## src/rtl/core/g4_fax_line_encoder_unit_assert.svh

```systemverilog
// Assertion macros for the Group 4 line encoder
`ifndef G4_FAX_LINE_ENCODER_UNIT_ASSERT_SVH
`define G4_FAX_LINE_ENCODER_UNIT_ASSERT_SVH

// cons must hold in every cycle where ante holds
`define G4_ASSERT_NOW(lbl, clk, rstn, ante, cons) \
    lbl: assert property (@(posedge clk) disable iff (!rstn) (ante) |-> (cons)) \
        else $error("g4 encoder check failed");

// cond must hold in every cycle out of reset
`define G4_ASSERT_ALWAYS(lbl, clk, rstn, cond) \
    lbl: assert property (@(posedge clk) disable iff (!rstn) (cond)) \
        else $error("g4 encoder invariant failed");

`endif

```

## src/rtl/core/g4fle_pkg.sv

```systemverilog
// Shared types, constants and code tables for the Group 4 line encoder
package g4fle_pkg;

    localparam int G4FLE_MAX_WIDTH = 4096;
    localparam logic [12:0] G4FLE_WIDTH_RESET = 13'd1728;
    localparam int G4FLE_CODE_W = 32;
    localparam int G4FLE_LEN_W = 5;

    typedef struct packed {
        logic [12:0] code;
        logic [3:0]  len;
    } vlc_t;

    typedef struct packed {
        logic                    valid;
        logic [G4FLE_CODE_W-1:0] code;
        logic [G4FLE_LEN_W-1:0]  len;
        logic                    final_job;
    } pk_job_t;

    typedef struct packed {
        logic       busy;
        logic [2:0] count;
    } pk_stat_t;

    localparam logic [12:0] WTERM_C [64] = '{
        'h35,'h07,'h07,'h08,'h0B,'h0C,'h0E,'h0F,
        'h13,'h14,'h07,'h08,'h08,'h03,'h34,'h35,
        'h2A,'h2B,'h27,'h0C,'h08,'h17,'h03,'h04,
        'h28,'h2B,'h13,'h24,'h18,'h02,'h03,'h1A,
        'h1B,'h12,'h13,'h14,'h15,'h16,'h17,'h28,
        'h29,'h2A,'h2B,'h2C,'h2D,'h04,'h05,'h0A,
        'h0B,'h52,'h53,'h54,'h55,'h24,'h25,'h58,
        'h59,'h5A,'h5B,'h4A,'h4B,'h32,'h33,'h34};
    localparam logic [3:0] WTERM_N [64] = '{
        4'd8,4'd6,4'd4,4'd4,4'd4,4'd4,4'd4,4'd4,
        4'd5,4'd5,4'd5,4'd5,4'd6,4'd6,4'd6,4'd6,
        4'd6,4'd6,4'd7,4'd7,4'd7,4'd7,4'd7,4'd7,
        4'd7,4'd7,4'd7,4'd7,4'd7,4'd8,4'd8,4'd8,
        4'd8,4'd8,4'd8,4'd8,4'd8,4'd8,4'd8,4'd8,
        4'd8,4'd8,4'd8,4'd8,4'd8,4'd8,4'd8,4'd8,
        4'd8,4'd8,4'd8,4'd8,4'd8,4'd8,4'd8,4'd8,
        4'd8,4'd8,4'd8,4'd8,4'd8,4'd8,4'd8,4'd8};
    localparam logic [12:0] BTERM_C [64] = '{
        'h37,'h2,'h3,'h2,'h3,'h3,'h2,'h3,
        'h5,'h4,'h4,'h5,'h7,'h4,'h7,'h18,
        'h17,'h18,'h08,'h67,'h68,'h6C,'h37,'h28,
        'h17,'h18,'hCA,'hCB,'hCC,'hCD,'h68,'h69,
        'h6A,'h6B,'hD2,'hD3,'hD4,'hD5,'hD6,'hD7,
        'h6C,'h6D,'hDA,'hDB,'h54,'h55,'h56,'h57,
        'h64,'h65,'h52,'h53,'h24,'h37,'h38,'h27,
        'h28,'h58,'h59,'h2B,'h2C,'h5A,'h66,'h67};
    localparam logic [3:0] BTERM_N [64] = '{
        4'd10,4'd3,4'd2,4'd2,4'd3,4'd4,4'd4,4'd5,
        4'd6,4'd6,4'd7,4'd7,4'd7,4'd8,4'd8,4'd9,
        4'd10,4'd10,4'd10,4'd11,4'd11,4'd11,4'd11,4'd11,
        4'd11,4'd11,4'd12,4'd12,4'd12,4'd12,4'd12,4'd12,
        4'd12,4'd12,4'd12,4'd12,4'd12,4'd12,4'd12,4'd12,
        4'd12,4'd12,4'd12,4'd12,4'd12,4'd12,4'd12,4'd12,
        4'd12,4'd12,4'd12,4'd12,4'd12,4'd12,4'd12,4'd12,
        4'd12,4'd12,4'd12,4'd12,4'd12,4'd12,4'd12,4'd12};
    localparam logic [12:0] WMAKE_C [27] = '{
        'h1B,'h12,'h17,'h37,'h36,'h37,'h64,'h65,
        'h68,'h67,'hCC,'hCD,'hD2,'hD3,'hD4,'hD5,
        'hD6,'hD7,'hD8,'hD9,'hDA,'hDB,'h98,'h99,
        'h9A,'h18,'h9B};
    localparam logic [3:0] WMAKE_N [27] = '{
        4'd5,4'd5,4'd6,4'd7,4'd8,4'd8,4'd8,4'd8,
        4'd8,4'd8,4'd9,4'd9,4'd9,4'd9,4'd9,4'd9,
        4'd9,4'd9,4'd9,4'd9,4'd9,4'd9,4'd9,4'd9,
        4'd9,4'd6,4'd9};
    localparam logic [12:0] BMAKE_C [27] = '{
        'h0F,'hC8,'hC9,'h5B,'h33,'h34,'h35,'h6C,
        'h6D,'h4A,'h4B,'h4C,'h4D,'h72,'h73,'h74,
        'h75,'h76,'h77,'h52,'h53,'h54,'h55,'h5A,
        'h5B,'h64,'h65};
    localparam logic [3:0] BMAKE_N [27] = '{
        4'd10,4'd12,4'd12,4'd12,4'd12,4'd12,4'd12,4'd13,
        4'd13,4'd13,4'd13,4'd13,4'd13,4'd13,4'd13,4'd13,
        4'd13,4'd13,4'd13,4'd13,4'd13,4'd13,4'd13,4'd13,
        4'd13,4'd13,4'd13};
    localparam logic [12:0] XMAKE_C [13] = '{
        'h08,'h0C,'h0D,'h12,'h13,'h14,'h15,'h16,'h17,'h1C,'h1D,'h1E,'h1F};
    localparam logic [3:0] XMAKE_N [13] = '{
        4'd11,4'd11,4'd11,4'd12,4'd12,4'd12,4'd12,4'd12,4'd12,4'd12,4'd12,4'd12,4'd12};
    localparam logic [12:0] VERT_C [7] = '{'h02,'h02,'h2,'h1,'h3,'h03,'h03};
    localparam logic [3:0]  VERT_N [7] = '{4'd7,4'd6,4'd3,4'd1,4'd3,4'd6,4'd7};

    function automatic vlc_t term_vlc(input logic [5:0] r, input logic black);
        vlc_t v;
        if (black) v = '{BTERM_C[r], BTERM_N[r]};
        else       v = '{WTERM_C[r], WTERM_N[r]};
        return v;
    endfunction

    // k counts units of 64 pels, 1..40
    function automatic vlc_t makeup_vlc(input logic [5:0] k, input logic black);
        logic [5:0] ix;
        logic [5:0] iy;
        vlc_t       v;
        ix = k - 6'd28;
        iy = k - 6'd1;
        if (k >= 6'd28)  v = '{XMAKE_C[ix[3:0]], XMAKE_N[ix[3:0]]};
        else if (black)  v = '{BMAKE_C[iy[4:0]], BMAKE_N[iy[4:0]]};
        else             v = '{WMAKE_C[iy[4:0]], WMAKE_N[iy[4:0]]};
        return v;
    endfunction

    function automatic vlc_t vert_vlc(input logic [2:0] idx);
        vlc_t v;
        v = '{VERT_C[idx], VERT_N[idx]};
        return v;
    endfunction

endpackage

```

## src/rtl/core/g4fle_packer.sv

```systemverilog
// Bit-serial code packer: shifts code bits MSB first into bytes, output register
module g4fle_packer
    import g4fle_pkg::*;
(
    input  logic       aclk,
    input  logic       aresetn,
    input  pk_job_t    job,
    output pk_stat_t   stat,
    output logic       m_valid,
    input  logic       m_ready,
    output logic [7:0] m_out_byte,
    output logic       m_last
);

    logic [G4FLE_CODE_W-1:0] code_reg, code_next;
    logic [G4FLE_LEN_W-1:0]  left_reg, left_next;
    logic                    fin_reg, fin_next;
    logic [7:0]              bits_reg, bits_next;
    logic [2:0]              cnt_reg, cnt_next;
    logic                    mv_reg, mv_next;
    logic [7:0]              mb_reg, mb_next;
    logic                    ml_reg, ml_next;
    logic [G4FLE_LEN_W-1:0]  bit_idx;
    logic                    cur_bit;
    logic [7:0]              shifted;
    logic                    out_free;

    assign bit_idx  = left_reg - 5'd1;
    assign cur_bit  = code_reg[bit_idx];
    assign shifted  = {bits_reg[6:0], cur_bit};
    assign out_free = !mv_reg || m_ready;

    always_comb begin
        code_next = code_reg;
        left_next = left_reg;
        fin_next  = fin_reg;
        bits_next = bits_reg;
        cnt_next  = cnt_reg;
        mv_next   = mv_reg;
        mb_next   = mb_reg;
        ml_next   = ml_reg;
        if (mv_reg && m_ready) begin
            mv_next = 1'b0;
        end
        if (left_reg != '0) begin
            if (cnt_reg == 3'd7) begin
                // byte completes: wait for the output register to free up
                if (out_free) begin
                    mv_next   = 1'b1;
                    mb_next   = shifted;
                    ml_next   = fin_reg && (left_reg == 5'd1);
                    bits_next = '0;
                    cnt_next  = '0;
                    left_next = left_reg - 5'd1;
                end
            end else begin
                bits_next = shifted;
                cnt_next  = cnt_reg + 3'd1;
                left_next = left_reg - 5'd1;
            end
        end else if (job.valid) begin
            code_next = job.code;
            left_next = job.len;
            fin_next  = job.final_job;
        end
    end

    always_ff @(posedge aclk) begin
        if (!aresetn) begin
            left_reg <= '0;
            bits_reg <= '0;
            cnt_reg  <= '0;
            mv_reg   <= 1'b0;
        end else begin
            left_reg <= left_next;
            bits_reg <= bits_next;
            cnt_reg  <= cnt_next;
            mv_reg   <= mv_next;
        end
    end

    always_ff @(posedge aclk) begin
        code_reg <= code_next;
        fin_reg  <= fin_next;
        mb_reg   <= mb_next;
        ml_reg   <= ml_next;
    end

    assign stat.busy  = (left_reg != '0);
    assign stat.count = cnt_reg;
    assign m_valid    = mv_reg;
    assign m_out_byte = mb_reg;
    assign m_last     = ml_reg;

endmodule

```

## config.mk

```make
export PLATFORM = sky130hd
export DESIGN_NAME = g4fle_packer
export DESIGN_NICKNAME = d
export VERILOG_FILES = /design/src/rtl/core/g4_fax_line_encoder_unit_assert.svh /design/src/rtl/core/g4fle_pkg.sv /design/src/rtl/core/g4fle_packer.sv
export SDC_FILE = /design/constraint.sdc
export NUM_CORES = 1
export LEC_CHECK = 0
export ABC_AREA = 1
export BUFFER_PORTS_ARGS = -buffer_cell sky130_fd_sc_hd__buf_2
export CAP_MARGIN = 25
export CORE_AREA = 4 4 93 60
export CTS_BUF_LIST = sky130_fd_sc_hd__clkbuf_8
export DETAILED_ROUTE_END_ITERATION = 10
export DIE_AREA = 0 0 97 64
export PLACE_DENSITY = 0.72
export SYNTH_ARGS = -nofsm -noshare
export SYNTH_HDL_FRONTEND = slang
export SYNTH_SLANG_ARGS = --single-unit
```

## constraint.sdc

```tcl
create_clock -name aclk -period 4.28 [get_ports aclk]
set_clock_uncertainty 0.15 [all_clocks]
set_input_delay 0.428 -clock aclk [delete_from_list [all_inputs] [get_ports aclk]]
set_output_delay 0.428 -clock aclk [all_outputs]
set_load 0.005 [all_outputs]
```

==> results of run 1 <==
[per-layer routing]
metal / up-vias / track usage / routed length, um
li1: 880 / - / -
met1: 796 / 0.207 / 2140
met2: 42 / 0.240 / 2140
met3: 7 / 0.0632 / 260
met4: 0 / 0.0508 / 55
met5: - / 0 / 0
[layout by cell type, fill, tap and decap left out]
cell	n
sky130_fd_sc_hd__nand2_1	65
sky130_fd_sc_hd__buf_2	55
sky130_fd_sc_hd__edfxtp_1	42
sky130_fd_sc_hd__nand3_1	30
sky130_fd_sc_hd__dfxtp_1	16
sky130_fd_sc_hd__inv_1	15
sky130_fd_sc_hd__a21oi_1	13
sky130_fd_sc_hd__clkbuf_8	9
sky130_fd_sc_hd__o21ai_0	8
sky130_fd_sc_hd__nand2_2	4
sky130_fd_sc_hd__nor2_1	4
sky130_fd_sc_hd__ha_1	4
sky130_fd_sc_hd__inv_2	3
sky130_fd_sc_hd__o21ai_1	3
sky130_fd_sc_hd__nor3_1	2
sky130_fd_sc_hd__clkinv_2	2
sky130_fd_sc_hd__clkinvlp_4	2
sky130_fd_sc_hd__nor2_4	1
sky130_fd_sc_hd__nand2_4	1
sky130_fd_sc_hd__nand3b_1	1
sky130_fd_sc_hd__nor2_2	1
sky130_fd_sc_hd__o21ai_2	1
sky130_fd_sc_hd__o21ai_4	1
sky130_fd_sc_hd__inv_4	1
sky130_fd_sc_hd__clkinv_1	1
sky130_fd_sc_hd__a21oi_2	1
sky130_fd_sc_hd__a31oi_1	1
sky130_fd_sc_hd__bufinv_16	1
sky130_fd_sc_hd__buf_4	1
[worst max-delay path: cells and delay by family, from the launching register on]
kind | cells | cell delay (ns)
AND/OR/NAND/NOR | 4 | 0.84
buffers and inverters | 2 | 0.41
adder cells (fa/ha/maj) | 1 | 0.30
flip-flops | 1 | 0.77
[worst max-delay path by stage]
| stage | start | to | slack (ns) | depth (start not counted) |
|---|---|---|---|---|
| 2_1_floorplan | left_reg[0]$_SDFFE_PN0P_ | code_reg[0]$_DFFE_PP_ | 1.27 | 7 |
| 3_3_place_gp | left_reg[0]$_SDFFE_PN0P_ | m_out_byte[0]$_DFFE_PP_ | 1.55 | 7 |
| 3_5_place_dp | left_reg[0]$_SDFFE_PN0P_ | m_out_byte[0]$_DFFE_PP_ | 1.46 | 7 |
| 4_1_cts | left_reg[0]$_SDFFE_PN0P_ | m_out_byte[4]$_DFFE_PP_ | 1.45 | 7 |
| 5_1_grt | left_reg[0]$_SDFFE_PN0P_ | m_out_byte[1]$_DFFE_PP_ | 1.17 | 7 |
| 6_report | left_reg[0]$_SDFFE_PN0P_ | m_out_byte[4]$_DFFE_PP_ | 1.43 | 7 |
[power groups by stage]
stage	logic, mW	clock network [mW]	registers, mW
floorplan	0.604	0	0.793
global placement	0.681	0	0.821
detailed placement	0.699	0	0.823
CTS	0.701	0.469	0.813
global route	0.795	0.503	0.826
finish	0.703	0.463	0.813
[per-stage QoR]
| stage | hold WS [ns] | cell area (um2) |
|---|---|---|
| 2_1_floorplan | 0.259 | 2410 |
| 6_report | 0.121 | 2890 |
| 5_1_grt | 0.100 | 2890 |
| 4_1_cts | 0.110 | 2890 |
| 3_5_place_dp | 0.276 | 2710 |
| 3_3_place_gp | 0.269 | 2710 |
[logic make-up after synthesis]
| group | share of synthesized area |
|---|---|
| AO/OA/AOI/OAI | 0.0665 |
| buffers and inverters | 0.0572 |
| flip-flops | 0.657 |
| adder cells (fa/ha/maj) | 0.0208 |
| AND/OR/NAND/NOR | 0.199 |
[area by class of cell]
type | count | area, um2
fillers | 402 | 1940
flip-flops and latches | 58 | 1580
multi-input cells | 141 | 691
repair buffers | 56 | 283
clock buffers | 9 | 124
well taps | 66 | 82.6
inverters | 18 | 70.1
clock inverters | 7 | 62.6
==> flow_summary.html, run 1 <==
<table>
<tr><th>Metric</th><th>Value</th></tr>
<tr><th colspan="2">Outcome</th></tr>
<tr><td>Outcome</td><td>completed</td></tr>
<tr><th colspan="2">Global routing</th></tr>
<tr><td>Maximum number of pins on one net before global-route repair</td><td>34</td></tr>
<tr><td>Antenna violations before repair</td><td>0</td></tr>
<tr><td>Total gr overflow</td><td>0</td></tr>
<tr><td>Overall fraction of global-route tracks in use</td><td>0.157</td></tr>
<tr><td>Wire length of the first global-routing pass</td><td>about 7.6 mm</td></tr>
<tr><td>Vias in the first global route</td><td>around 1,600</td></tr>
<tr><th colspan="2">Power</th></tr>
<tr><td>Logic pwr share</td><td>0.355</td></tr>
<tr><td>Power density cells</td><td>between 600 and 700 mW/mm2</td></tr>
<tr><td>LEAKAGE</td><td>approximately 1.2 nW</td></tr>
<tr><td>Switching pwr</td><td>between 0.7 and 0.8 mW</td></tr>
<tr><td>Worst IR drop on VDD</td><td>around 290 uV</td></tr>
<tr><td>Clk pwr share</td><td>0.234</td></tr>
<tr><td>Fraction of power spent switching nets</td><td>0.373</td></tr>
<tr><td>Sequential cell fraction of total power</td><td>0.411</td></tr>
<tr><td>Post-route total power</td><td>1.98 mW</td></tr>
<tr><td>Total internal power</td><td>about 1.2 mW</td></tr>
<tr><th colspan="2">Worst setup path</th></tr>
<tr><td>Minimum setup slack among reg-to-reg paths</td><td>about 1.4 ns</td></tr>
<tr><td>Series of cell instances along the critical path</td><td>inv_2 -&gt; ha_1 -&gt; inv_1 -&gt; nor2_4 -&gt; nand2_4 -&gt; nand2_1 -&gt; nor2_1</td></tr>
<tr><td>Critical Path Sink Type</td><td>flip-flop</td></tr>
<tr><td>Worst Path Max Fanout</td><td>21</td></tr>
<tr><td>Startpoint of the worst register-to-register path</td><td>left_reg[0]$_SDFFE_PN0P_</td></tr>
<tr><td>Standard cell with the maximum stage delay on the critical path</td><td>sky130_fd_sc_hd__dfxtp_1</td></tr>
<tr><td>Arrival @ worst endpoint</td><td>between 2 and 3 ns</td></tr>
<tr><td>Crit Path Category</td><td>flip-flop to flip-flop</td></tr>
<tr><td>Required time at the endpoint of the critical path</td><td>approximately 4.1 ns</td></tr>
<tr><td>R2R depth</td><td>7</td></tr>
<tr><td>Crit path largest cell delay</td><td>between 0.7 and 0.8 ns</td></tr>
<tr><td>R2R Path End</td><td>m_out_byte[4]$_DFFE_PP_</td></tr>
<tr><td>Kind of start point of the critical path</td><td>flip-flop</td></tr>
<tr><th colspan="2">Yosys</th></tr>
<tr><td>Syn avg cell area</td><td>about 11 um2</td></tr>
<tr><td>Syn Nets</td><td>approximately 270</td></tr>
<tr><td>Fraction of the yosys area taken by sequential cells</td><td>0.657</td></tr>
<tr><td>Cell with the most instances after synthesis</td><td>sky130_fd_sc_hd__nand2_1</td></tr>
<tr><td>Post-Synthesis Cells</td><td>between 200 and 250</td></tr>
<tr><td>Fraction of registers with async set/reset</td><td>0</td></tr>
<tr><td>Syn. warnings</td><td>0</td></tr>
<tr><td>Biggest area contributors in the synthesized netlist</td><td>sky130_fd_sc_hd__edfxtp_1 (52%), sky130_fd_sc_hd__dfxtp_1 (13%), sky130_fd_sc_hd__nand2_1 (10%)</td></tr>
<tr><td>Post-synthesis register bit count</td><td>between 50 and 60</td></tr>
<tr><td>Post-synth EDFFs</td><td>42</td></tr>
<tr><td>Post-synth top area cell</td><td>sky130_fd_sc_hd__edfxtp_1</td></tr>
<tr><td>Area share of the largest cell type after synthesis</td><td>0.524</td></tr>
<tr><td>Mapped Area</td><td>approximately 0.0024 mm2</td></tr>
<tr><td>Leading register cell type out of synthesis</td><td>sky130_fd_sc_hd__edfxtp_1</td></tr>
<tr><td>Number of distinct library cells after synthesis</td><td>25</td></tr>
<tr><td>Top cell types by occurrence after synthesis</td><td>sky130_fd_sc_hd__nand2_1 (65), sky130_fd_sc_hd__edfxtp_1 (42), sky130_fd_sc_hd__nand3_1 (30), sky130_fd_sc_hd__dfxtp_1 (16)</td></tr>
<tr><th colspan="2">Floorplan</th></tr>
<tr><td>Die extent in x</td><td>about 97 um</td></tr>
<tr><td>Number of top-level pins</td><td>56</td></tr>
<tr><td>Core region area</td><td>a little under 0.005 mm2</td></tr>
<tr><td>Initial Utilization</td><td>0.498</td></tr>
<tr><td>Die Area</td><td>between 0.006 and 0.007 mm2</td></tr>
<tr><td>Number of core rows</td><td>20</td></tr>
<tr><td>Die Span Y</td><td>64 um</td></tr>
<tr><th colspan="2">Clock tree</th></tr>
<tr><td>Level count of the clock H-tree</td><td>3</td></tr>
<tr><td>TritonCTS clock tree</td><td>done</td></tr>
<tr><td>Number of buffers on the longest clock path</td><td>2</td></tr>
<tr><td>Sink count of the clock tree</td><td>between 50 and 60</td></tr>
<tr><td>Skew-Pair Late Insertion Delay</td><td>about 0.32 ns</td></tr>
<tr><td>Number of buffers added to fix hold violations after cts</td><td>0</td></tr>
<tr><td>Number of setup buffers added after CTS</td><td>0</td></tr>
<tr><td>Clock Pin Slew Worst Setup and Hold Paths</td><td>roughly 0.070 ns</td></tr>
<tr><td>Cts bufs inserted</td><td>9</td></tr>
<tr><td>Root buffer selected by CTS</td><td>sky130_fd_sc_hd__clkbuf_8</td></tr>
<tr><td>Number of gates given a new drive strength after cts</td><td>0</td></tr>
<tr><th colspan="2">Cells and area</th></tr>
<tr><td>Final layout net count</td><td>330</td></tr>
<tr><td>Growth of design area from synthesis to finish</td><td>20.2%</td></tr>
<tr><td>Core occupancy in the finished layout</td><td>0.599</td></tr>
<tr><td>Number of diodes added for antenna fixing</td><td>0</td></tr>
<tr><td>Number of standard cells in the final layout excluding fillers</td><td>around 360</td></tr>
<tr><td>Flip-flop count of the largest register after layout</td><td>32</td></tr>
<tr><td>Fraction of final layout cells with drive strength greater than 1</td><td>0.291</td></tr>
<tr><th colspan="2">Worst hold path</th></tr>
<tr><td>Min-Delay Path Class</td><td>input port to flip-flop</td></tr>
<tr><td>Endpoint, Worst Hold</td><td>code_reg[31]$_DFFE_PP_</td></tr>
<tr><td>Count of cells along the worst hold path</td><td>1</td></tr>
<tr><td>Startpoint of the tightest hold check path</td><td>job[37]</td></tr>
<tr><th colspan="2">STA</th></tr>
<tr><td>Final worst path period need</td><td>2.85 ns</td></tr>
<tr><td>Setup-failing EPs final</td><td>0</td></tr>
<tr><td>Number of max-slew violations in the final report</td><td>0</td></tr>
<tr><td>Hold Vio Cnt, Final</td><td>0</td></tr>
<tr><td>Final clock period utilization by the worst path</td><td>0.665</td></tr>
<tr><td>Max transition margin</td><td>0.504</td></tr>
<tr><td>Max Fclk</td><td>0.351 GHz</td></tr>
<tr><td>Worst-Margin Slew</td><td>0.741 ns</td></tr>
<tr><td>Final setup margin</td><td>roughly 1.4 ns</td></tr>
<tr><td>Setup TNS</td><td>0 ns</td></tr>
<tr><td>Setup repair after global routing missed its margin</td><td>false</td></tr>
<tr><th colspan="2">Detailed routing</th></tr>
<tr><td>Total number of vias</td><td>about 1,700</td></tr>
<tr><td>Total Wirelength</td><td>between 4 and 5 mm</td></tr>
<tr><td>Length of the first detailed-routing pass in iterations</td><td>4</td></tr>
<tr><td>Via count normalized by instance count</td><td>about 5</td></tr>
<tr><td>Post-route antenna net violation count</td><td>0</td></tr>
<tr><td>DRC marker count from the first detailed-route iteration</td><td>68</td></tr>
<tr><td>Drc violations</td><td>0</td></tr>
<tr><td>Average wire per standard cell</td><td>12.9 um</td></tr>
<tr><th colspan="2">Placed design</th></tr>
<tr><td>Buffers on Ports</td><td>55</td></tr>
<tr><td>Post-Place Setup Slack</td><td>between 1 and 1.5 ns</td></tr>
<tr><td>DP HPWL</td><td>between 3 and 4 mm</td></tr>
<tr><td>Placer congestion estimate</td><td>approximately 0.87</td></tr>
<tr><td>Cell Count Post-Placement</td><td>~340</td></tr>
<tr><th colspan="2">Flow run</th></tr>
<tr><td>Count of max-cap constraint violations</td><td>0</td></tr>
</table>
(Power assumes the default switching activity.)
==> inputs of run 2 (changes only) <==
--- a/config.mk
+++ b/config.mk
@@ -8,11 +8,11 @@
 export ABC_AREA = 1
 export BUFFER_PORTS_ARGS = -buffer_cell sky130_fd_sc_hd__buf_2
 export CAP_MARGIN = 25
-export CORE_AREA = 4 4 93 60
+export CORE_AREA = 4 4 95 61
 export CTS_BUF_LIST = sky130_fd_sc_hd__clkbuf_8
 export DETAILED_ROUTE_END_ITERATION = 10
-export DIE_AREA = 0 0 97 64
-export PLACE_DENSITY = 0.72
+export DIE_AREA = 0 0 99 65
+export PLACE_DENSITY = 0.73
 export SYNTH_ARGS = -nofsm -noshare
 export SYNTH_HDL_FRONTEND = slang
 export SYNTH_SLANG_ARGS = --single-unit
==> constraint.sdc (replaced) <==
create_clock -name aclk -period 2.5 [get_ports aclk]
set_clock_uncertainty 0.15 [all_clocks]
set_input_delay 0.25 -clock aclk [delete_from_list [all_inputs] [get_ports aclk]]
set_output_delay 0.25 -clock aclk [all_outputs]
set_load 0.005 [all_outputs]
==> run 2 against run 1 <==
Net effect:
- core utilization grew 6.5 points
- largest power group unchanged
- cell area grew 13%
- flip-flop and latch count stayed put
- via count increased by 9.1%
- non-clock buffer count up 35
- highest routed layer unchanged
- critical path depth rose by 1
- clock power increased by 100%
- critical path type unchanged
- maximum frequency increased by 34%
- critical endpoint is now m_out_byte[0]$_DFFE_PP_
==> flow_summary.html, run 2 (same netlist as run 1, synthesis figures left out) <==
<table>
<tr><th>Metric</th><th>Value</th></tr>
<tr><th colspan="2">Outcome</th></tr>
<tr><td>Outcome</td><td>completed (unchanged)</td></tr>
<tr><th colspan="2">STA</th></tr>
<tr><td>Setup TNS</td><td>0 ns (unchanged)</td></tr>
<tr><td>Setup repair after global routing missed its margin</td><td>false (unchanged)</td></tr>
<tr><td>Number of max-slew violations in the final report</td><td>0 (unchanged)</td></tr>
<tr><td>Final clock period utilization by the worst path</td><td>0.851 (was 0.665)</td></tr>
<tr><td>Setup-failing EPs final</td><td>0 (unchanged)</td></tr>
<tr><td>Max Fclk</td><td>0.470 GHz (was 0.351 GHz)</td></tr>
<tr><td>Worst-Margin Slew</td><td>0.497 ns (was 0.741 ns)</td></tr>
<tr><td>Worst-case hold slack</td><td>0.0395 ns (was 0.121 ns)</td></tr>
<tr><td>Max transition margin</td><td>0.668 (was 0.504)</td></tr>
<tr><td>Final setup margin</td><td>0.371 ns (was 1.43 ns)</td></tr>
<tr><td>Hold Vio Cnt, Final</td><td>0 (unchanged)</td></tr>
<tr><td>Final worst path period need</td><td>2.13 ns (was 2.85 ns)</td></tr>
<tr><th colspan="2">Cells and area</th></tr>
<tr><td>Flip-flop count of the largest register after layout</td><td>32 (unchanged)</td></tr>
<tr><td>Growth of design area from synthesis to finish</td><td>36.1% (was 20.2%)</td></tr>
<tr><td>Fraction of final layout cells with drive strength greater than 1</td><td>0.262 (was 0.291)</td></tr>
<tr><td>Number of diodes added for antenna fixing</td><td>0 (unchanged)</td></tr>
<tr><td>Most common cell after layout, fill and taps aside</td><td>sky130_fd_sc_hd__nand2_1 (unchanged)</td></tr>
<tr><td>Final layout net count</td><td>365 (was 330)</td></tr>
<tr><td>Commonest cells after routing, fill and taps aside</td><td>sky130_fd_sc_hd__nand2_1 (65), sky130_fd_sc_hd__buf_2 (55), sky130_fd_sc_hd__edfxtp_1 (42), sky130_fd_sc_hd__dlygate4sd3_1 (33), sky130_fd_sc_hd__nand3_1 (30) (was sky130_fd_sc_hd__nand2_1 (65), sky130_fd_sc_hd__buf_2 (55), sky130_fd_sc_hd__edfxtp_1 (42), sky130_fd_sc_hd__nand3_1 (30), sky130_fd_sc_hd__dfxtp_1 (16))</td></tr>
<tr><td>Post-route standard cell area excluding fillers</td><td>0.00328 mm2 (was 0.00289 mm2)</td></tr>
<tr><th colspan="2">Detailed routing</th></tr>
<tr><td>Average wire per standard cell</td><td>13.4 um (was 12.9 um)</td></tr>
<tr><td>Routed met1 length</td><td>2.31 mm (was 2.14 mm)</td></tr>
<tr><td>Top layer used by detailed routing</td><td>met4 (unchanged)</td></tr>
<tr><td>Total Wirelength</td><td>5.24 mm (was 4.60 mm)</td></tr>
<tr><td>Routed wire length on met2</td><td>2.40 mm (was 2.14 mm)</td></tr>
<tr><td>Post-route antenna net violation count</td><td>0 (unchanged)</td></tr>
<tr><td>Via count normalized by instance count</td><td>4.83 (was 4.86)</td></tr>
<tr><td>DRC marker count from the first detailed-route iteration</td><td>117 (was 68)</td></tr>
<tr><td>Length of the first detailed-routing pass in iterations</td><td>4 (unchanged)</td></tr>
<tr><td>Drc violations</td><td>0 (unchanged)</td></tr>
<tr><td>Met3 Wirelength</td><td>500 um (was 260 um)</td></tr>
<tr><td>Total number of vias</td><td>1,882 (was 1,725)</td></tr>
<tr><th colspan="2">Floorplan</th></tr>
<tr><td>Core region area</td><td>0.00493 mm2 (was 0.00483 mm2)</td></tr>
<tr><td>Die extent in x</td><td>99 um (was 97 um)</td></tr>
<tr><td>Number of core rows</td><td>20 (unchanged)</td></tr>
<tr><td>Die Area</td><td>0.00644 mm2 (was 0.00621 mm2)</td></tr>
<tr><td>Initial Utilization</td><td>0.488 (was 0.498)</td></tr>
<tr><td>Die Span Y</td><td>65 um (was 64 um)</td></tr>
<tr><td>Number of top-level pins</td><td>56 (unchanged)</td></tr>
<tr><th colspan="2">Clock tree</th></tr>
<tr><td>Cts bufs inserted</td><td>9 (unchanged)</td></tr>
<tr><td>Number of buffers on the longest clock path</td><td>2 (unchanged)</td></tr>
<tr><td>Root buffer selected by CTS</td><td>sky130_fd_sc_hd__clkbuf_8 (unchanged)</td></tr>
<tr><td>Level count of the clock H-tree</td><td>3 (unchanged)</td></tr>
<tr><td>TritonCTS clock tree</td><td>done (unchanged)</td></tr>
<tr><td>Sink count of the clock tree</td><td>58 (unchanged)</td></tr>
<tr><td>Clock Pin Slew Worst Setup and Hold Paths</td><td>0.06 ns (was 0.07 ns)</td></tr>
<tr><td>Skew-Pair Late Insertion Delay</td><td>0.34 ns (was 0.32 ns)</td></tr>
<tr><th colspan="2">Global routing</th></tr>
<tr><td>Vias in the first global route</td><td>1,869 (was 1,593)</td></tr>
<tr><td>Total gr overflow</td><td>0 (unchanged)</td></tr>
<tr><td>Wire length of the first global-routing pass</td><td>8.72 mm (was 7.60 mm)</td></tr>
<tr><td>Antenna violations before repair</td><td>0 (unchanged)</td></tr>
<tr><td>Maximum number of pins on one net before global-route repair</td><td>34 (unchanged)</td></tr>
<tr><td>Overall fraction of global-route tracks in use</td><td>0.180 (was 0.157)</td></tr>
<tr><th colspan="2">Power</th></tr>
<tr><td>LEAKAGE</td><td>1.37 nW (was 1.20 nW)</td></tr>
<tr><td>Power density cells</td><td>1110 mW/mm2 (was 684 mW/mm2)</td></tr>
<tr><td>Worst IR drop on VDD</td><td>454 uV (was 290 uV)</td></tr>
<tr><td>Post-route total power</td><td>3.62 mW (was 1.98 mW)</td></tr>
<tr><th colspan="2">Placed design</th></tr>
<tr><td>Buffers on Ports</td><td>55 (unchanged)</td></tr>
<tr><td>DP HPWL</td><td>3.42 mm (was 3.37 mm)</td></tr>
<tr><td>Placer congestion estimate</td><td>0.902 (was 0.870)</td></tr>
<tr><td>Standard cell area after detailed placement</td><td>0.00272 mm2 (was 0.00271 mm2)</td></tr>
<tr><td>Post-Place Setup Slack</td><td>0.447 ns (was 1.46 ns)</td></tr>
<tr><th colspan="2">Worst hold path</th></tr>
<tr><td>Min-Delay Path Class</td><td>input port to flip-flop (unchanged)</td></tr>
<tr><td>Count of cells along the worst hold path</td><td>3 (was 1)</td></tr>
<tr><th colspan="2">Worst setup path</th></tr>
<tr><td>R2R depth</td><td>8 (was 7)</td></tr>
<tr><td>Crit Path Category</td><td>flip-flop to flip-flop (unchanged)</td></tr>
<tr><td>Arrival @ worst endpoint</td><td>2.06 ns (was 2.65 ns)</td></tr>
<tr><td>Required time at the endpoint of the critical path</td><td>2.43 ns (was 4.08 ns)</td></tr>
<tr><td>Kind of start point of the critical path</td><td>flip-flop (unchanged)</td></tr>
<tr><td>Critical Path Sink Type</td><td>flip-flop (unchanged)</td></tr>
<tr><td>Worst Path Max Fanout</td><td>18 (was 21)</td></tr>
<tr><th colspan="2">Flow run</th></tr>
<tr><td>Count of max-cap constraint violations</td><td>0 (unchanged)</td></tr>
</table>
## run 2: cell count changes in the layout (fill, tap and decap cells not counted), sizes merged
cell,change
clkinvlp,-2
clkinv,-2
inv,+1
clkbuf,+2
bufinv,+1
dlygate4sd3,+33
buf,+2
## run 2: final timing paths
check                                         startpoint  slack (ns)                        to
worst max-delay path            left_reg[0]$_SDFFE_PN0P_        0.37   m_out_byte[0]$_DFFE_PP_
worst min-delay path                              job[5]        0.04  left_reg[4]$_SDFFE_PN0P_
worst max register to register  left_reg[0]$_SDFFE_PN0P_        0.37   m_out_byte[0]$_DFFE_PP_
worst min register to register  bits_reg[6]$_SDFFE_PN0P_        0.29   m_out_byte[7]$_DFFE_PP_
## run 2: power breakdown
| part | total, mW | internal [mW] | leakage (nW) | switching (mW) |
|---|---|---|---|---|
| combinational | 1.32 | 0.452 | 0.731 | 0.869 |
| sequential | 1.35 | 1.27 | 0.517 | 0.0884 |
| clock | 0.944 | 0.605 | 0.123 | 0.339 |
| total | 3.62 | 2.32 | 1.37 | 1.30 |
## run 2: per-stage QoR
stage,utilization,std cells
after floorplan,-,222
after global placement,0.552,341
after detailed placement,0.552,341
after CTS,0.664,390
after global routing,0.664,390
final,0.664,390
## run 2: cell type report
class                      instances  area [um2]
sequential                        58        1580
clock buffer                      11         151
timing repair buffer              91         628
inverter                          18        70.1
multi-input combinational        141         691
fill                             375        1650
clock inverter                     5        71.3
tap                               66        82.6
## run 2: layer usage
metal / global-route usage / vias to the layer above
li1: - / 949
met1: 0.237 / 828
met2: 0.269 / 100
met3: 0.0677 / 5
met4: 0.0716 / 0
met5: 0 / -
## run 2: timing repair
action / 4_1_cts / 5_1_grt
hold buffers: 33 / 0
buffers inserted: 0 / 0
gates resized for setup: 0 / 0
hold endpoints to repair: 33 / 0
## run 2: worst max-delay path, cell delays in order, from the launching register on
cell,delay [ns]
sky130_fd_sc_hd__dfxtp_1,0.32
sky130_fd_sc_hd__inv_2,0.23
sky130_fd_sc_hd__ha_1,0.40
sky130_fd_sc_hd__inv_1,0.28
sky130_fd_sc_hd__nand3_1,0.12
sky130_fd_sc_hd__nand3_1,0.10
sky130_fd_sc_hd__nand3_1,0.09
sky130_fd_sc_hd__nand3b_1,0.10
sky130_fd_sc_hd__nand2_2,0.07
==> inputs of run 3 (changes only) <==
--- a/config.mk
+++ b/config.mk
@@ -8,11 +8,11 @@
 export ABC_AREA = 1
 export BUFFER_PORTS_ARGS = -buffer_cell sky130_fd_sc_hd__buf_2
 export CAP_MARGIN = 25
-export CORE_AREA = 4 4 95 61
+export CORE_AREA = 4 4 72 80
 export CTS_BUF_LIST = sky130_fd_sc_hd__clkbuf_8
 export DETAILED_ROUTE_END_ITERATION = 10
-export DIE_AREA = 0 0 99 65
-export PLACE_DENSITY = 0.73
+export DIE_AREA = 0 0 76 84
+export PLACE_DENSITY = 0.72
 export SYNTH_ARGS = -nofsm -noshare
 export SYNTH_HDL_FRONTEND = slang
 export SYNTH_SLANG_ARGS = --single-unit
==> run 3 against run 2 <==
Net effect:
- die area decreased by 0.79%
- cell area decreased by 0.38%
- power decreased by 0.86%
- critical path depth unchanged
- maximum frequency decreased by 2.0%
- clock power about the same
- largest power group unchanged
==> flow_summary.html, run 3 (same netlist as run 1, synthesis figures left out) <==
<table>
<tr><th>Metric</th><th>Value</th></tr>
<tr><th colspan="2">Worst setup path</th></tr>
<tr><td>Series of cell instances along the critical path</td><td>inv_2 -&gt; ha_1 -&gt; inv_1 -&gt; nand3_1 -&gt; nand3_1 -&gt; nand3_1 -&gt; nand3b_1 -&gt; nand2_2 (unchanged)</td></tr>
<tr><td>Logic depth of the worst setup path including buffers</td><td>8 (unchanged)</td></tr>
<tr><td>Origin of the worst setup path</td><td>left_reg[0]$_SDFFE_PN0P_ (unchanged)</td></tr>
<tr><td>Arrival @ worst endpoint</td><td>2.10 ns (was 2.06 ns)</td></tr>
<tr><td>Worst Path Max Fanout</td><td>18 (unchanged)</td></tr>
<tr><td>R2R Path End</td><td>m_out_byte[0]$_DFFE_PP_ (unchanged)</td></tr>
<tr><td>Required time at the endpoint of the critical path</td><td>2.42 ns (was 2.43 ns)</td></tr>
<tr><td>Startpoint of the worst register-to-register path</td><td>left_reg[0]$_SDFFE_PN0P_ (unchanged)</td></tr>
<tr><td>Critical Path Sink Type</td><td>flip-flop (unchanged)</td></tr>
<tr><td>Crit path largest cell delay</td><td>0.42 ns (was 0.40 ns)</td></tr>
<tr><td>Standard cell with the maximum stage delay on the critical path</td><td>sky130_fd_sc_hd__ha_1 (unchanged)</td></tr>
<tr><td>Most frequent cell on the critical path</td><td>sky130_fd_sc_hd__nand3_1 (unchanged)</td></tr>
<tr><td>Kind of start point of the critical path</td><td>flip-flop (unchanged)</td></tr>
<tr><td>Cell family with the largest share of critical-path delay</td><td>buffers and inverters (unchanged)</td></tr>
<tr><td>Minimum setup slack among reg-to-reg paths</td><td>0.33 ns (was 0.37 ns)</td></tr>
<tr><td>WP buf/inv</td><td>2 (unchanged)</td></tr>
<tr><td>R2R depth</td><td>8 (unchanged)</td></tr>
<tr><td>Crit Path Category</td><td>flip-flop to flip-flop (unchanged)</td></tr>
<tr><th colspan="2">Global routing</th></tr>
<tr><td>Maximum number of pins on one net before global-route repair</td><td>34 (unchanged)</td></tr>
<tr><td>Wire length of the first global-routing pass</td><td>8.51 mm (was 8.72 mm)</td></tr>
<tr><td>Antenna violations before repair</td><td>0 (unchanged)</td></tr>
<tr><td>Overall fraction of global-route tracks in use</td><td>0.172 (was 0.180)</td></tr>
<tr><td>Total gr overflow</td><td>0 (unchanged)</td></tr>
<tr><td>Vias in the first global route</td><td>1,844 (was 1,869)</td></tr>
<tr><th colspan="2">Floorplan</th></tr>
<tr><td>Die extent in x</td><td>76 um (was 99 um)</td></tr>
<tr><td>Core region area</td><td>0.00497 mm2 (was 0.00493 mm2)</td></tr>
<tr><td>Number of core rows</td><td>27 (was 20)</td></tr>
<tr><td>Initial Utilization</td><td>0.485 (was 0.488)</td></tr>
<tr><td>Die Area</td><td>0.00638 mm2 (was 0.00644 mm2)</td></tr>
<tr><td>Die Span Y</td><td>84 um (was 65 um)</td></tr>
<tr><td>Number of top-level pins</td><td>56 (unchanged)</td></tr>
<tr><th colspan="2">STA</th></tr>
<tr><td>Setup repair after global routing missed its margin</td><td>false (unchanged)</td></tr>
<tr><td>Number of max-slew violations in the final report</td><td>0 (unchanged)</td></tr>
<tr><td>Worst-Margin Slew</td><td>0.485 ns (was 0.497 ns)</td></tr>
<tr><td>Setup-failing EPs final</td><td>0 (unchanged)</td></tr>
<tr><td>Setup TNS</td><td>0 ns (unchanged)</td></tr>
<tr><td>Worst-case hold slack</td><td>0.0395 ns (about the same)</td></tr>
<tr><td>Final clock period utilization by the worst path</td><td>0.869 (was 0.851)</td></tr>
<tr><td>Max transition margin</td><td>0.677 (was 0.668)</td></tr>
<tr><td>Hold Vio Cnt, Final</td><td>0 (unchanged)</td></tr>
<tr><td>Final worst path period need</td><td>2.17 ns (was 2.13 ns)</td></tr>
<tr><td>Max Fclk</td><td>0.460 GHz (was 0.470 GHz)</td></tr>
<tr><th colspan="2">Power</th></tr>
<tr><td>LEAKAGE</td><td>1.37 nW (about the same)</td></tr>
<tr><td>Power density cells</td><td>1100 mW/mm2 (was 1110 mW/mm2)</td></tr>
<tr><td>Post-route total power</td><td>3.59 mW (was 3.62 mW)</td></tr>
<tr><td>Worst IR drop on VDD</td><td>640 uV (was 454 uV)</td></tr>
<tr><th colspan="2">Placed design</th></tr>
<tr><td>Cell Count Post-Placement</td><td>333 (was 341)</td></tr>
<tr><td>Placer congestion estimate</td><td>0.892 (was 0.902)</td></tr>
<tr><td>DP HPWL</td><td>3.03 mm (was 3.42 mm)</td></tr>
<tr><td>Buffers on Ports</td><td>55 (unchanged)</td></tr>
<tr><th colspan="2">Cells and area</th></tr>
<tr><td>Number of standard cells in the final layout excluding fillers</td><td>382 (was 390)</td></tr>
<tr><td>Final layout net count</td><td>365 (unchanged)</td></tr>
<tr><td>Fraction of final layout cells with drive strength greater than 1</td><td>0.269 (was 0.262)</td></tr>
<tr><td>Commonest cells after routing, fill and taps aside</td><td>sky130_fd_sc_hd__nand2_1 (65), sky130_fd_sc_hd__buf_2 (55), sky130_fd_sc_hd__edfxtp_1 (42), sky130_fd_sc_hd__dlygate4sd3_1 (33), sky130_fd_sc_hd__nand3_1 (30) (unchanged)</td></tr>
<tr><td>FILL cells</td><td>385 (was 375)</td></tr>
<tr><td>Number of diodes added for antenna fixing</td><td>0 (unchanged)</td></tr>
<tr><td>Core occupancy in the finished layout</td><td>0.657 (was 0.664)</td></tr>
<tr><td>Flip-flop count of the largest register after layout</td><td>32 (unchanged)</td></tr>
<tr><td>Growth of design area from synthesis to finish</td><td>35.6% (was 36.1%)</td></tr>
<tr><td>Most common cell after layout, fill and taps aside</td><td>sky130_fd_sc_hd__nand2_1 (unchanged)</td></tr>
<tr><th colspan="2">Detailed routing</th></tr>
<tr><td>DRC marker count from the first detailed-route iteration</td><td>106 (was 117)</td></tr>
<tr><td>Average wire per standard cell</td><td>13.5 um (was 13.4 um)</td></tr>
<tr><td>Total number of vias</td><td>1,860 (was 1,882)</td></tr>
<tr><td>Post-route antenna net violation count</td><td>0 (unchanged)</td></tr>
<tr><td>Total Wirelength</td><td>5.14 mm (was 5.24 mm)</td></tr>
<tr><td>Drc violations</td><td>0 (unchanged)</td></tr>
<tr><td>Via count normalized by instance count</td><td>4.87 (was 4.83)</td></tr>
<tr><td>Length of the first detailed-routing pass in iterations</td><td>5 (was 4)</td></tr>
<tr><th colspan="2">Clock tree</th></tr>
<tr><td>Clock Pin Slew Worst Setup and Hold Paths</td><td>0.07 ns (was 0.06 ns)</td></tr>
<tr><td>Level count of the clock H-tree</td><td>3 (unchanged)</td></tr>
<tr><td>Number of gates given a new drive strength after cts</td><td>0 (unchanged)</td></tr>
<tr><td>Number of buffers on the longest clock path</td><td>2 (unchanged)</td></tr>
<tr><td>Root buffer selected by CTS</td><td>sky130_fd_sc_hd__clkbuf_8 (unchanged)</td></tr>
<tr><td>TritonCTS clock tree</td><td>done (unchanged)</td></tr>
<tr><td>Cts bufs inserted</td><td>9 (unchanged)</td></tr>
<tr><td>Sink count of the clock tree</td><td>58 (unchanged)</td></tr>
<tr><td>Skew-Pair Late Insertion Delay</td><td>0.34 ns (about the same)</td></tr>
<tr><th colspan="2">Flow run</th></tr>
<tr><td>Count of max-cap constraint violations</td><td>0 (unchanged)</td></tr>
<tr><th colspan="2">Worst hold path</th></tr>
<tr><td>Min-Delay Path Class</td><td>input port to flip-flop (unchanged)</td></tr>
<tr><td>Startpoint of the tightest hold check path</td><td>job[5] (unchanged)</td></tr>
<tr><td>Endpoint, Worst Hold</td><td>left_reg[4]$_SDFFE_PN0P_ (unchanged)</td></tr>
<tr><td>Count of cells along the worst hold path</td><td>3 (unchanged)</td></tr>
<tr><th colspan="2">Outcome</th></tr>
<tr><td>Outcome</td><td>completed (unchanged)</td></tr>
</table>
-- run 3: cell types whose count changed in the layout (fill, tap and decap cells not counted) --
cell	delta
sky130_fd_sc_hd__clkinv_4	+1
sky130_fd_sc_hd__inv_1	-2
sky130_fd_sc_hd__clkinv_2	+2
sky130_fd_sc_hd__clkbuf_8	-1
-- run 3: per-layer routing --
layer  wire [um]  vias to the layer above  share of wire  GRT usage
met3         314                        4          0.061     0.0616
met1        2070                      841           0.40      0.187
li1            -                      952              -          -
met5           0                        -              0          0
met2        2710                       63           0.53      0.299
met4          53                        0          0.010     0.0728
-- run 3: worst max path at each step --
stage | endpoint | slack [ns]
after floorplan | code_reg[0]$_DFFE_PP_ | 0.04
after global placement | m_out_byte[0]$_DFFE_PP_ | 0.44
after detailed placement | m_out_byte[0]$_DFFE_PP_ | 0.35
after CTS | m_out_byte[0]$_DFFE_PP_ | 0.33
after global routing | bits_reg[0]$_SDFFE_PN0P_ | 0.17
final | m_out_byte[0]$_DFFE_PP_ | 0.33
-- run 3: repair_timing --
item	CTS	global route
setup buffers	0	0
endpoints found under the hold margin	33	0
hold buffers	33	0
-- run 3: power by group --
part           internal [mW]  switching, mW
logic                  0.452          0.843
clock network          0.582          0.363
registers               1.26         0.0837
-- run 3: area by class of cell --
cell class | instances | area, um2 | share of cell area
repair buffers | 91 | 628 | 0.192
well taps | 58 | 72.6 | 0.0222
multi-input cells | 141 | 691 | 0.212
inverters | 18 | 70.1 | 0.0215
clock buffers | 10 | 138 | 0.0422
clock inverters | 6 | 82.6 | 0.0253
flip-flops and latches | 58 | 1580 | 0.485
-- run 3: stage by stage --
stage          area (um2)  worst slack [ns]
2_1_floorplan        2410            0.0438
3_3_place_gp         2710             0.436
3_5_place_dp         2710             0.352
4_1_cts              3260             0.327
5_1_grt              3260             0.172
6_report             3260             0.328
-- run 3: worst min-delay path, delay by kind of cell --
family / cells / cell delay [ns]
buffers and inverters: 1 / 0.10
AOI/OAI and AO/OA: 1 / 0.08
and+or+nand+nor: 1 / 0.06
